### src/rtl/core/clep_pkg.sv
// Shared types and constants for the colour table entry packer.
package clep_pkg;

	// Configuration register indexes
	localparam logic [0:0] CFG_OUTPUT_FORMAT = 1'b0;
	localparam logic [0:0] CFG_TABLE_POINTS  = 1'b1;

	// Output format codes
	localparam logic FMT_TEN_BIT = 1'b0;
	localparam logic FMT_WIDE    = 1'b1;

	localparam logic [5:0] TABLE_POINTS_RST  = 6'd33;
	localparam logic [5:0] DOWNSAMPLE_POINTS = 6'd33;
	localparam logic [9:0] TOP10             = 10'd1023;
	localparam int unsigned PACKED_BITS      = 81;

	typedef struct packed {
		logic [31:0] red_bits;
		logic [31:0] green_bits;
		logic [31:0] blue_bits;
		logic        table_start;
	} entry_t;

	typedef struct packed {
		logic [63:0] packed_low;
		logic [16:0] packed_high;
		logic        saturated;
		logic        last_entry;
	} result_t;

	typedef struct packed {
		logic emit;
		logic last;
	} coord_info_t;

endpackage

### src/rtl/core/color_lut_entry_packer.sv
// Top level of the colour table entry packer.
// The block takes one 3D colour table entry per transfer (red, green and blue as IEEE
// single-precision bit patterns, red fastest) and returns its packed fixed-point form.
// With output_format 0 each channel becomes floor(value*1023) after single-precision
// rounding of the product, packed blue[29:20] green[19:10] red[9:0]; with output_format 1
// each channel becomes round-half-up of value*(2^CHANNEL_FRACTION_BITS-1), packed red,
// green, blue from bit 0 of an 81-bit word. Negative, NaN and out-of-range values clamp
// and set saturated. In wide mode with a 33-point table only entries whose coordinates are
// all even produce a result, giving a 17-point table; the other entries only advance the
// coordinates. table_start restarts the coordinates at the entry that carries it. Throughput
// is one entry per clock while results are taken; an input register and a result register
// frame a single stage of conversion logic. result_valid rises once an emitted entry has
// passed the input register and then the result register. While a finished result waits
// for result_ready the input side still takes entries until the input register holds one
// that produces a result; item_ready then stays low until the result register drains.
// Write the configuration only while no entry is in flight.
module color_lut_entry_packer #(
	parameter int unsigned CHANNEL_FRACTION_BITS = 27
) (
	input  logic             clk,
	input  logic             arst_n,
	input  logic             cfg_wr_en,
	input  logic [0:0]       cfg_index,
	input  logic [5:0]       cfg_data,
	input  logic             item_valid,
	output logic             item_ready,
	input  clep_pkg::entry_t item,
	output logic             result_valid,
	input  logic             result_ready,
	output clep_pkg::result_t result
);
	import clep_pkg::*;

	localparam int unsigned F  = CHANNEL_FRACTION_BITS;
	localparam int unsigned CW = 3 * F;

	logic        output_format_q;
	logic [5:0]  table_points_q;

	logic        accept, adv_s1;
	coord_info_t info;

	logic        valid_s1, last_s1;
	logic [31:0] red_s1, green_s1, blue_s1;

	logic [9:0]   ten_r, ten_g, ten_b;
	logic [F-1:0] wide_r, wide_g, wide_b;
	logic         sat_r, sat_g, sat_b;
	logic [CW-1:0]          wide_cat;
	logic [PACKED_BITS-1:0] word;
	result_t     result_d;
	logic        res_valid_q;
	result_t     result_q;

	// Configuration registers: plain writes, no read-back
	always_ff @(posedge clk or negedge arst_n) begin
		if (!arst_n) begin
			output_format_q <= FMT_TEN_BIT;
			table_points_q  <= TABLE_POINTS_RST;
		end else if (cfg_wr_en) begin
			case (cfg_index)
				CFG_OUTPUT_FORMAT: output_format_q <= cfg_data[0];
				CFG_TABLE_POINTS:  table_points_q  <= cfg_data;
				default:           ;
			endcase
		end
	end

	// Handshake: the input stage empties whenever the result register is free or drained
	assign adv_s1     = valid_s1 && (!res_valid_q || result_ready);
	assign item_ready = !valid_s1 || adv_s1;
	assign accept     = item_valid && item_ready;

	// Coordinates advance on every transfer, emitted or dropped
	clep_coord_ctr u_coord (
		.clk           (clk),
		.arst_n        (arst_n),
		.step          (accept),
		.table_start   (item.table_start),
		.output_format (output_format_q),
		.table_points  (table_points_q),
		.info          (info)
	);

	// Input register: load only entries that produce a result; drop the rest here
	always_ff @(posedge clk or negedge arst_n) begin
		if (!arst_n) begin
			valid_s1 <= 1'b0;
		end else if (item_ready) begin
			valid_s1 <= accept && info.emit;
		end
	end

	always_ff @(posedge clk) begin
		if (accept && info.emit) begin
			red_s1   <= item.red_bits;
			green_s1 <= item.green_bits;
			blue_s1  <= item.blue_bits;
			last_s1  <= info.last;
		end
	end

	// Three channel converters side by side
	clep_chan_conv #(.F(F)) u_conv_r (
		.bits (red_s1), .wide_mode (output_format_q),
		.ten_code (ten_r), .wide_code (wide_r), .sat (sat_r)
	);
	clep_chan_conv #(.F(F)) u_conv_g (
		.bits (green_s1), .wide_mode (output_format_q),
		.ten_code (ten_g), .wide_code (wide_g), .sat (sat_g)
	);
	clep_chan_conv #(.F(F)) u_conv_b (
		.bits (blue_s1), .wide_mode (output_format_q),
		.ten_code (ten_b), .wide_code (wide_b), .sat (sat_b)
	);

	// Wide packing: drop any bits above the 81-bit word, or pad a shorter one with zeros at the top
	assign wide_cat = {wide_b, wide_g, wide_r};

	generate
		if (CW >= PACKED_BITS) begin : g_trunc
			assign word = wide_cat[PACKED_BITS-1:0];
		end else begin : g_pad
			assign word = {{(PACKED_BITS-CW){1'b0}}, wide_cat};
		end
	endgenerate

	always_comb begin
		if (output_format_q == FMT_WIDE) begin
			result_d.packed_low  = word[63:0];
			result_d.packed_high = word[80:64];
		end else begin
			result_d.packed_low  = {34'd0, ten_b, ten_g, ten_r};
			result_d.packed_high = '0;
		end
		result_d.saturated  = sat_r | sat_g | sat_b;
		result_d.last_entry = last_s1;
	end

	// Result register: hold until the transfer on the output side
	always_ff @(posedge clk or negedge arst_n) begin
		if (!arst_n) begin
			res_valid_q <= 1'b0;
		end else if (adv_s1) begin
			res_valid_q <= 1'b1;
		end else if (result_ready) begin
			res_valid_q <= 1'b0;
		end
	end

	always_ff @(posedge clk) begin
		if (adv_s1) begin
			result_q <= result_d;
		end
	end

	assign result_valid = res_valid_q;
	assign result       = result_q;

	// A stalled input stage behind a full, unaccepted result must block new transfers
	a_block_when_full: assert property (@(posedge clk) disable iff (!arst_n)
		valid_s1 && res_valid_q && !result_ready |-> !item_ready)
		else $error("input taken while both stages are stalled");

	// An entry leaving the input stage always lands in the result register
	a_advance_lands: assert property (@(posedge clk) disable iff (!arst_n)
		adv_s1 |=> res_valid_q)
		else $error("advanced entry lost");

	// Ten-bit mode never drives the upper word
	a_ten_high_zero: assert property (@(posedge clk) disable iff (!arst_n)
		res_valid_q && output_format_q == FMT_TEN_BIT |-> result_q.packed_high == 17'd0)
		else $error("upper bits set in ten-bit mode");

endmodule

### src/rtl/core/clep_coord_ctr.sv
// Table coordinate counters: decide whether an entry is emitted and whether it is the last.
module clep_coord_ctr (
	input  logic                 clk,
	input  logic                 arst_n,
	input  logic                 step,
	input  logic                 table_start,
	input  logic                 output_format,
	input  logic [5:0]           table_points,
	output clep_pkg::coord_info_t info
);
	import clep_pkg::*;

	logic [5:0] coord_x_q, coord_y_q, coord_z_q;
	logic [5:0] cx, cy, cz, lim;

	assign cx  = table_start ? 6'd0 : coord_x_q;
	assign cy  = table_start ? 6'd0 : coord_y_q;
	assign cz  = table_start ? 6'd0 : coord_z_q;
	assign lim = table_points - 6'd1;

	always_comb begin
		info.last = (cx == lim) && (cy == lim) && (cz == lim);
		info.emit = 1'b1;
		// decimate 33 points to 17: keep even coordinates only
		if (output_format == FMT_WIDE && table_points == DOWNSAMPLE_POINTS) begin
			info.emit = ~(cx[0] | cy[0] | cz[0]);
		end
	end

	always_ff @(posedge clk or negedge arst_n) begin
		if (!arst_n) begin
			coord_x_q <= '0;
			coord_y_q <= '0;
			coord_z_q <= '0;
		end else if (step) begin
			if (cx == lim) begin
				coord_x_q <= '0;
				if (cy == lim) begin
					coord_y_q <= '0;
					coord_z_q <= (cz == lim) ? 6'd0 : cz + 6'd1;
				end else begin
					coord_y_q <= cy + 6'd1;
					coord_z_q <= cz;
				end
			end else begin
				coord_x_q <= cx + 6'd1;
				coord_y_q <= cy;
				coord_z_q <= cz;
			end
		end
	end

endmodule

### src/rtl/core/clep_chan_conv.sv
// One channel converter: single-precision bits to a 10-bit or wide fixed-point code.
module clep_chan_conv #(
	parameter int unsigned F = 27
) (
	input  logic [31:0]  bits,
	input  logic         wide_mode,
	output logic [9:0]   ten_code,
	output logic [F-1:0] wide_code,
	output logic         sat
);
	import clep_pkg::*;

	localparam int unsigned TW = 24 + F;
	localparam int unsigned QW = TW + 1;
	localparam logic [7:0] TW8 = 8'(TW);

	logic        sign, nan_inf, is_zero;
	logic [7:0]  ex;
	logic [22:0] fr;
	logic [23:0] m;

	// ten-bit path
	logic [33:0] prod;
	logic        top;
	logic [23:0] q_t;
	logic        guard, sticky, rnd_up;
	logic [24:0] q25, ten_val;
	logic [7:0]  sh8;
	logic        ten_sat;

	// wide path
	logic [TW-1:0] t, u;
	logic [7:0]    shift1;
	logic [QW-1:0] q_w;
	logic          wide_sat;

	assign sign    = bits[31];
	assign ex      = bits[30:23];
	assign fr      = bits[22:0];
	assign nan_inf = (ex == 8'hFF);
	assign is_zero = (ex == 8'd0) && (fr == 23'd0);
	assign m       = {(ex != 8'd0), fr};

	// x*1023 as x*1024 - x, then round to 24 significant bits, ties to even
	assign prod   = {m, 10'd0} - {10'd0, m};
	assign top    = prod[33];
	assign q_t    = top ? prod[33:10] : prod[32:9];
	assign guard  = top ? prod[9] : prod[8];
	assign sticky = top ? (|prod[8:0]) : (|prod[7:0]);
	assign rnd_up = guard & (sticky | q_t[0]);
	assign q25    = {1'b0, q_t} + {24'd0, rnd_up};
	assign sh8    = 8'd150 - ex - (top ? 8'd10 : 8'd9);
	assign ten_val = (sh8 >= 8'd25) ? 25'd0 : (q25 >> sh8[4:0]);

	// x*S as (x << F) - x, then round half up by shifting one short
	assign t      = {m, {F{1'b0}}} - {{F{1'b0}}, m};
	assign shift1 = (ex == 8'd0) ? 8'd148 : (8'd149 - ex);
	assign u      = (shift1 >= TW8) ? '0 : (t >> shift1);
	assign q_w    = ({1'b0, u} + QW'(1)) >> 1;

	always_comb begin
		ten_sat  = 1'b0;
		ten_code = '0;
		if (nan_inf) begin
			ten_sat  = 1'b1;
			ten_code = (fr != 23'd0 || sign) ? 10'd0 : TOP10;
		end else if (is_zero) begin
			ten_code = '0;
		end else if (sign) begin
			ten_sat = 1'b1;
		end else if (ex >= 8'd138) begin
			ten_sat  = 1'b1;
			ten_code = TOP10;
		end else if (ex == 8'd0) begin
			ten_code = '0;
		end else if (ten_val > 25'd1023) begin
			ten_sat  = 1'b1;
			ten_code = TOP10;
		end else begin
			ten_code = ten_val[9:0];
		end
	end

	always_comb begin
		wide_sat  = 1'b0;
		wide_code = '0;
		if (nan_inf) begin
			wide_sat  = 1'b1;
			wide_code = (fr != 23'd0 || sign) ? '0 : '1;
		end else if (is_zero) begin
			wide_code = '0;
		end else if (sign) begin
			wide_sat = 1'b1;
		end else if (ex >= 8'd128) begin
			wide_sat  = 1'b1;
			wide_code = '1;
		end else if (q_w > {{(QW-F){1'b0}}, {F{1'b1}}}) begin
			wide_sat  = 1'b1;
			wide_code = '1;
		end else begin
			wide_code = q_w[F-1:0];
		end
	end

	assign sat = wide_mode ? wide_sat : ten_sat;

endmodule

### config.mk
export PLATFORM = sky130hd
export DESIGN_NAME = color_lut_entry_packer
export DESIGN_NICKNAME = d
export VERILOG_FILES = /design/src/rtl/core/clep_pkg.sv /design/src/rtl/core/color_lut_entry_packer.sv /design/src/rtl/core/clep_coord_ctr.sv /design/src/rtl/core/clep_chan_conv.sv
export SDC_FILE = /design/constraint.sdc
export NUM_CORES = 2
export LEC_CHECK = 0
export ABC_AREA = 1
export BUFFER_PORTS_ARGS = -buffer_cell sky130_fd_sc_hd__buf_4
export CAP_MARGIN = 20
export CORE_UTILIZATION = 55
export DETAILED_ROUTE_END_ITERATION = 12
export PLACE_DENSITY = 0.73
export SYNTH_ARGS = -nofsm -noshare
export SYNTH_HDL_FRONTEND = slang
export SYNTH_HIERARCHICAL = 1
export SYNTH_SLANG_ARGS = --single-unit
### constraint.sdc
create_clock -name clk -period 7.4 [get_ports clk]
set_input_delay 0.37 -clock clk [delete_from_list [all_inputs] [get_ports clk]]
set_output_delay 0.37 -clock clk [all_outputs]
set_load 0.01 [all_outputs]
==> metrics.yaml <==
worst_path_most_repeated_cell: "sky130_fd_sc_hd__inv_1"
yosys_most_used_dff: "sky130_fd_sc_hd__edfxtp_1"
post_synth_and_or_nand_nor_area_fraction_pct: 59.5
final_max_slew_viol_count: 0
maxCapViolations: 0
final_worst_setup_slack_ns: 0.550
grt_pass1_vias: 47700
timing.hold.worst.class: "in2reg"
cts_tree: "yes"
fin_crit_sh_pct: 92.6
rsz_0062_raised_after_global_routing: "no"
diodes: 0
global_route.usage.total_pct: 41.9
post-layout-total-power_mw: 6.82
cts.reportedPaths.clkPinSlew_ns: 0.06
synthAdderAreaFrac_pct: 3.46
worst_case_reg_to_reg_path_depth: 38
fp.dieW_um: 277
total_negative_setup_slack_ns: 0
synthXorXnorAreaFrac_pct: 2.87
yosys.cell_types.count: 79
cellLeakagePower_nw: 22.4
clk-insertion-delay-late_ns: 0.63
synth.avg_cell_area_um2: 5.50
finalNonFillerCells: 8636
cts_root_buffer: "sky130_fd_sc_hd__clkbuf_16"
fin_skew_ns: 0.0138
largest_family_of_logic_cells_by_synthesized_area: "simple AND/OR/NAND/NOR gates"
critical_path.reg2reg.startpoint: "green_s1[25]"
critical_path_peak_fanout: 37
post-cts-setup-buffers: 0
arrival_time_at_the_worst_endpoint_ns: 7.22
path_delay_family: "simple AND/OR/NAND/NOR gates"
layout.area.seq_um2: 6090
synth_area_um2: 41500
holdCritStartpoint: "cfg_data[0]"
synth-edff-count: 180
postSynth.asyncResetShare_pct: 13.0
gr-total-overflow: 0
fillCellCount: 7734
worstSetupPathType: "reg2reg"
io_buffers: 193
post_detailed_route_via_to_cell_ratio: 6.04
report.final.hold_viol_count: 0
timing.critical_path.slowest_cell_delay_ns: 0.47
relative_slew_slack_pct: 30.7
worstSetupEndpointType: "register"
cts_buffer_depth: 3
multiInputGateArea_um2: 30900
fp.coreArea_um2: 74600
cts-buffers-inserted: 29
layout.nets: 7866
outcome: "finished clean"
number_of_routed_nets_with_antenna_violations: 0
highest_clock_rate_mhz: 146
drt-pass1-iter-count: 7
critical_path_buf_inv_count: 7
cts.sink_count: 207
die_area_um2: 76600
yosys-mux-area-fraction_pct: 0.193
ios: 194
fin_worst_hold_slack_ns: 0.0265
layout.cells.most_common_list: "sky130_fd_sc_hd__nand2_1 (2739), sky130_fd_sc_hd__nand3_1 (1410), sky130_fd_sc_hd__inv_1 (690)"
layout-drive-gt1-share_pct: 10.3
worst_ir_drop_vdd_mv: 0.212
synth.yosys.warnings: 6
grt_pass1_wl_mm: 260
worst_path_max_delay_cell: "sky130_fd_sc_hd__edfxtp_1"
vias: 52200
area.growth.synth_to_final_pct: 8.54
drt_wl_total_mm: 166
hold_end: "table_points_q[0]"
ys_seq_elements: 207
grt_start_max_net_pins: 84
dp_hpwl_mm: 130
worst_r2r_endpoint: "result[1]"
worstHoldPathCells: 3
mostFrequentLayoutCell: "sky130_fd_sc_hd__nand2_1"
synth_sequential_area_ratio_pct: 14.7
ctsHtreeMaxLevel: 1
die_height_um: 277
gpl.final_weighted_congestion: 1.08
place.detailed.instances: 8475
pwr_density_cell_nw_per_um2: 151
syn_nets: 7771
register_to_register_path_setup_slack_ns: 0.55
cp_data_required_time_ns: 7.77
dpl_worst_slack_ns: 0.618
report.final.setup_viol: 0
antenna_found_initial: 3
setup.worst_path.start_class: "register"
drc_errors: 0
count_of_standard_cell_rows: 100
post-route-min-period_ns: 6.85
floorplan.initialDensity_pct: 55.7
synth_cells: 7549
synthesized_area_fraction_occupied_by_ao_oa_aoi_and_oai_cells_pct: 8.39
worst-slew-pin-transition_ns: 1.04
drt_first_iter_violations: 7671
detail_route.wl_per_cell_um: 19.3
## state kept, by name, summed over array words and instances, names as in the netlist
signal             count
u_coord/coord_y_q      6
green_s1              32
result                83
u_coord/coord_z_q      6
table_points_q         6
last_s1                1
red_s1                32
u_coord/coord_x_q      6
blue_s1               32
output_format_q        1
result_valid           1
valid_s1               1
## cell families after synthesis
family	count (synthesis)
buf+inv	1057
flops	207
xor+xnor	136
mux	8
simple gates	5421
compound gates	607
fa+ha+maj	113
## cell usage after synthesis, types with 6 or more instances
cell | count | area, um^2
sky130_fd_sc_hd__a21oi_1 | 140 | 701
sky130_fd_sc_hd__a311oi_1 | 6 | 52.6
sky130_fd_sc_hd__a31oi_1 | 16 | 100
sky130_fd_sc_hd__and2_1 | 14 | 87.6
sky130_fd_sc_hd__buf_1 | 39 | 146
sky130_fd_sc_hd__buf_2 | 118 | 591
sky130_fd_sc_hd__buf_4 | 26 | 195
sky130_fd_sc_hd__buf_6 | 36 | 405
sky130_fd_sc_hd__clkbuf_1 | 77 | 289
sky130_fd_sc_hd__clkinv_1 | 7 | 26.3
sky130_fd_sc_hd__dfrtp_1 | 25 | 626
sky130_fd_sc_hd__edfxtp_1 | 180 | 5410
sky130_fd_sc_hd__ha_1 | 110 | 1380
sky130_fd_sc_hd__inv_1 | 690 | 2590
sky130_fd_sc_hd__inv_2 | 58 | 218
sky130_fd_sc_hd__mux2i_1 | 8 | 80.1
sky130_fd_sc_hd__nand2_1 | 2739 | 10300
sky130_fd_sc_hd__nand2_2 | 96 | 601
sky130_fd_sc_hd__nand2_4 | 34 | 383
sky130_fd_sc_hd__nand3_1 | 1410 | 7060
sky130_fd_sc_hd__nand3_2 | 61 | 611
sky130_fd_sc_hd__nand3_4 | 8 | 140
sky130_fd_sc_hd__nand3b_1 | 13 | 97.6
sky130_fd_sc_hd__nand4_1 | 175 | 1090
sky130_fd_sc_hd__nand4_4 | 6 | 128
sky130_fd_sc_hd__nor2_1 | 603 | 2260
sky130_fd_sc_hd__nor2_2 | 114 | 713
sky130_fd_sc_hd__nor2_4 | 45 | 507
sky130_fd_sc_hd__nor3_1 | 45 | 225
sky130_fd_sc_hd__nor3_2 | 7 | 70.1
sky130_fd_sc_hd__nor4_1 | 16 | 100
sky130_fd_sc_hd__o2111ai_1 | 6 | 52.6
sky130_fd_sc_hd__o211ai_1 | 13 | 97.6
sky130_fd_sc_hd__o21a_1 | 6 | 45.0
sky130_fd_sc_hd__o21ai_0 | 210 | 1050
sky130_fd_sc_hd__o21ai_1 | 119 | 596
sky130_fd_sc_hd__o21ai_2 | 7 | 61.3
sky130_fd_sc_hd__o21bai_1 | 11 | 82.6
sky130_fd_sc_hd__o22ai_1 | 16 | 100
sky130_fd_sc_hd__o31ai_1 | 9 | 67.6
sky130_fd_sc_hd__or2_2 | 13 | 81.3
sky130_fd_sc_hd__xnor2_1 | 34 | 298
sky130_fd_sc_hd__xor2_1 | 102 | 893
## layer usage
layer  track usage [%]  part of all wire [%]  wire length, um
met2              65.8                    43            71800
met4              17.9                   4.8             7980
met3              8.23                    12            19300
met1              55.8                    40            67300
met5                 0                 0.019               32
## final cells by class
| class | instances | area share (%) |
|---|---|---|
| Sequential cell | 207 | 13.5 |
| Clock inverter | 21 | 0.444 |
| Multi-Input combinational cell | 6285 | 68.6 |
| Clock buffer | 33 | 1.64 |
| Tap cell | 969 | 2.69 |
| Timing Repair Buffer | 363 | 6.74 |
| Inverter | 758 | 6.34 |
## through the flow
| stage | area [um^2] | util [%] |
|---|---|---|
| 3_3_place_gp | 43000 | 57.7 |
| 3_5_place_dp | 43000 | 57.7 |
| 2_1_floorplan | 41500 | - |
| 5_1_grt | 45100 | 60.4 |
| 4_1_cts | 45000 | 60.3 |
| 6_report | 45100 | 60.4 |
## worst min-delay path, stage by stage
cell and delay, ns:
sky130_fd_sc_hd__buf_4 0.11, sky130_fd_sc_hd__inv_1 0.07, sky130_fd_sc_hd__o21ai_0 0.09
## repair_timing
| action | CTS | global route |
|---|---|---|
| endpoints found under the setup margin | 0 | 4 |
| gates resized for setup | 0 | 2 |
| hold endpoints to repair | 129 | 0 |
| hold buffers | 104 | 0 |
## how the worst max path moves through the flow
stage                 start         end  slack [ns]  depth (start not counted)
6_report       green_s1[25]   result[1]        0.55                         38
2_1_floorplan    red_s1[25]  result[22]        1.52                         45
3_3_place_gp   green_s1[25]   result[1]        0.89                         38
3_5_place_dp   green_s1[25]   result[1]        0.62                         38
4_1_cts        green_s1[25]   result[1]        0.61                         38
5_1_grt         blue_s1[25]  result[42]        0.03                         36
## power by group
part           total, mW  leakage, nW  switching, mW  internal, mW
registers           1.54         2.10          0.136          1.41
logic               3.84         19.9           2.70          1.14
clock network       1.43        0.462          0.636         0.798
Note: power is estimated with default switching activity, not from simulation.
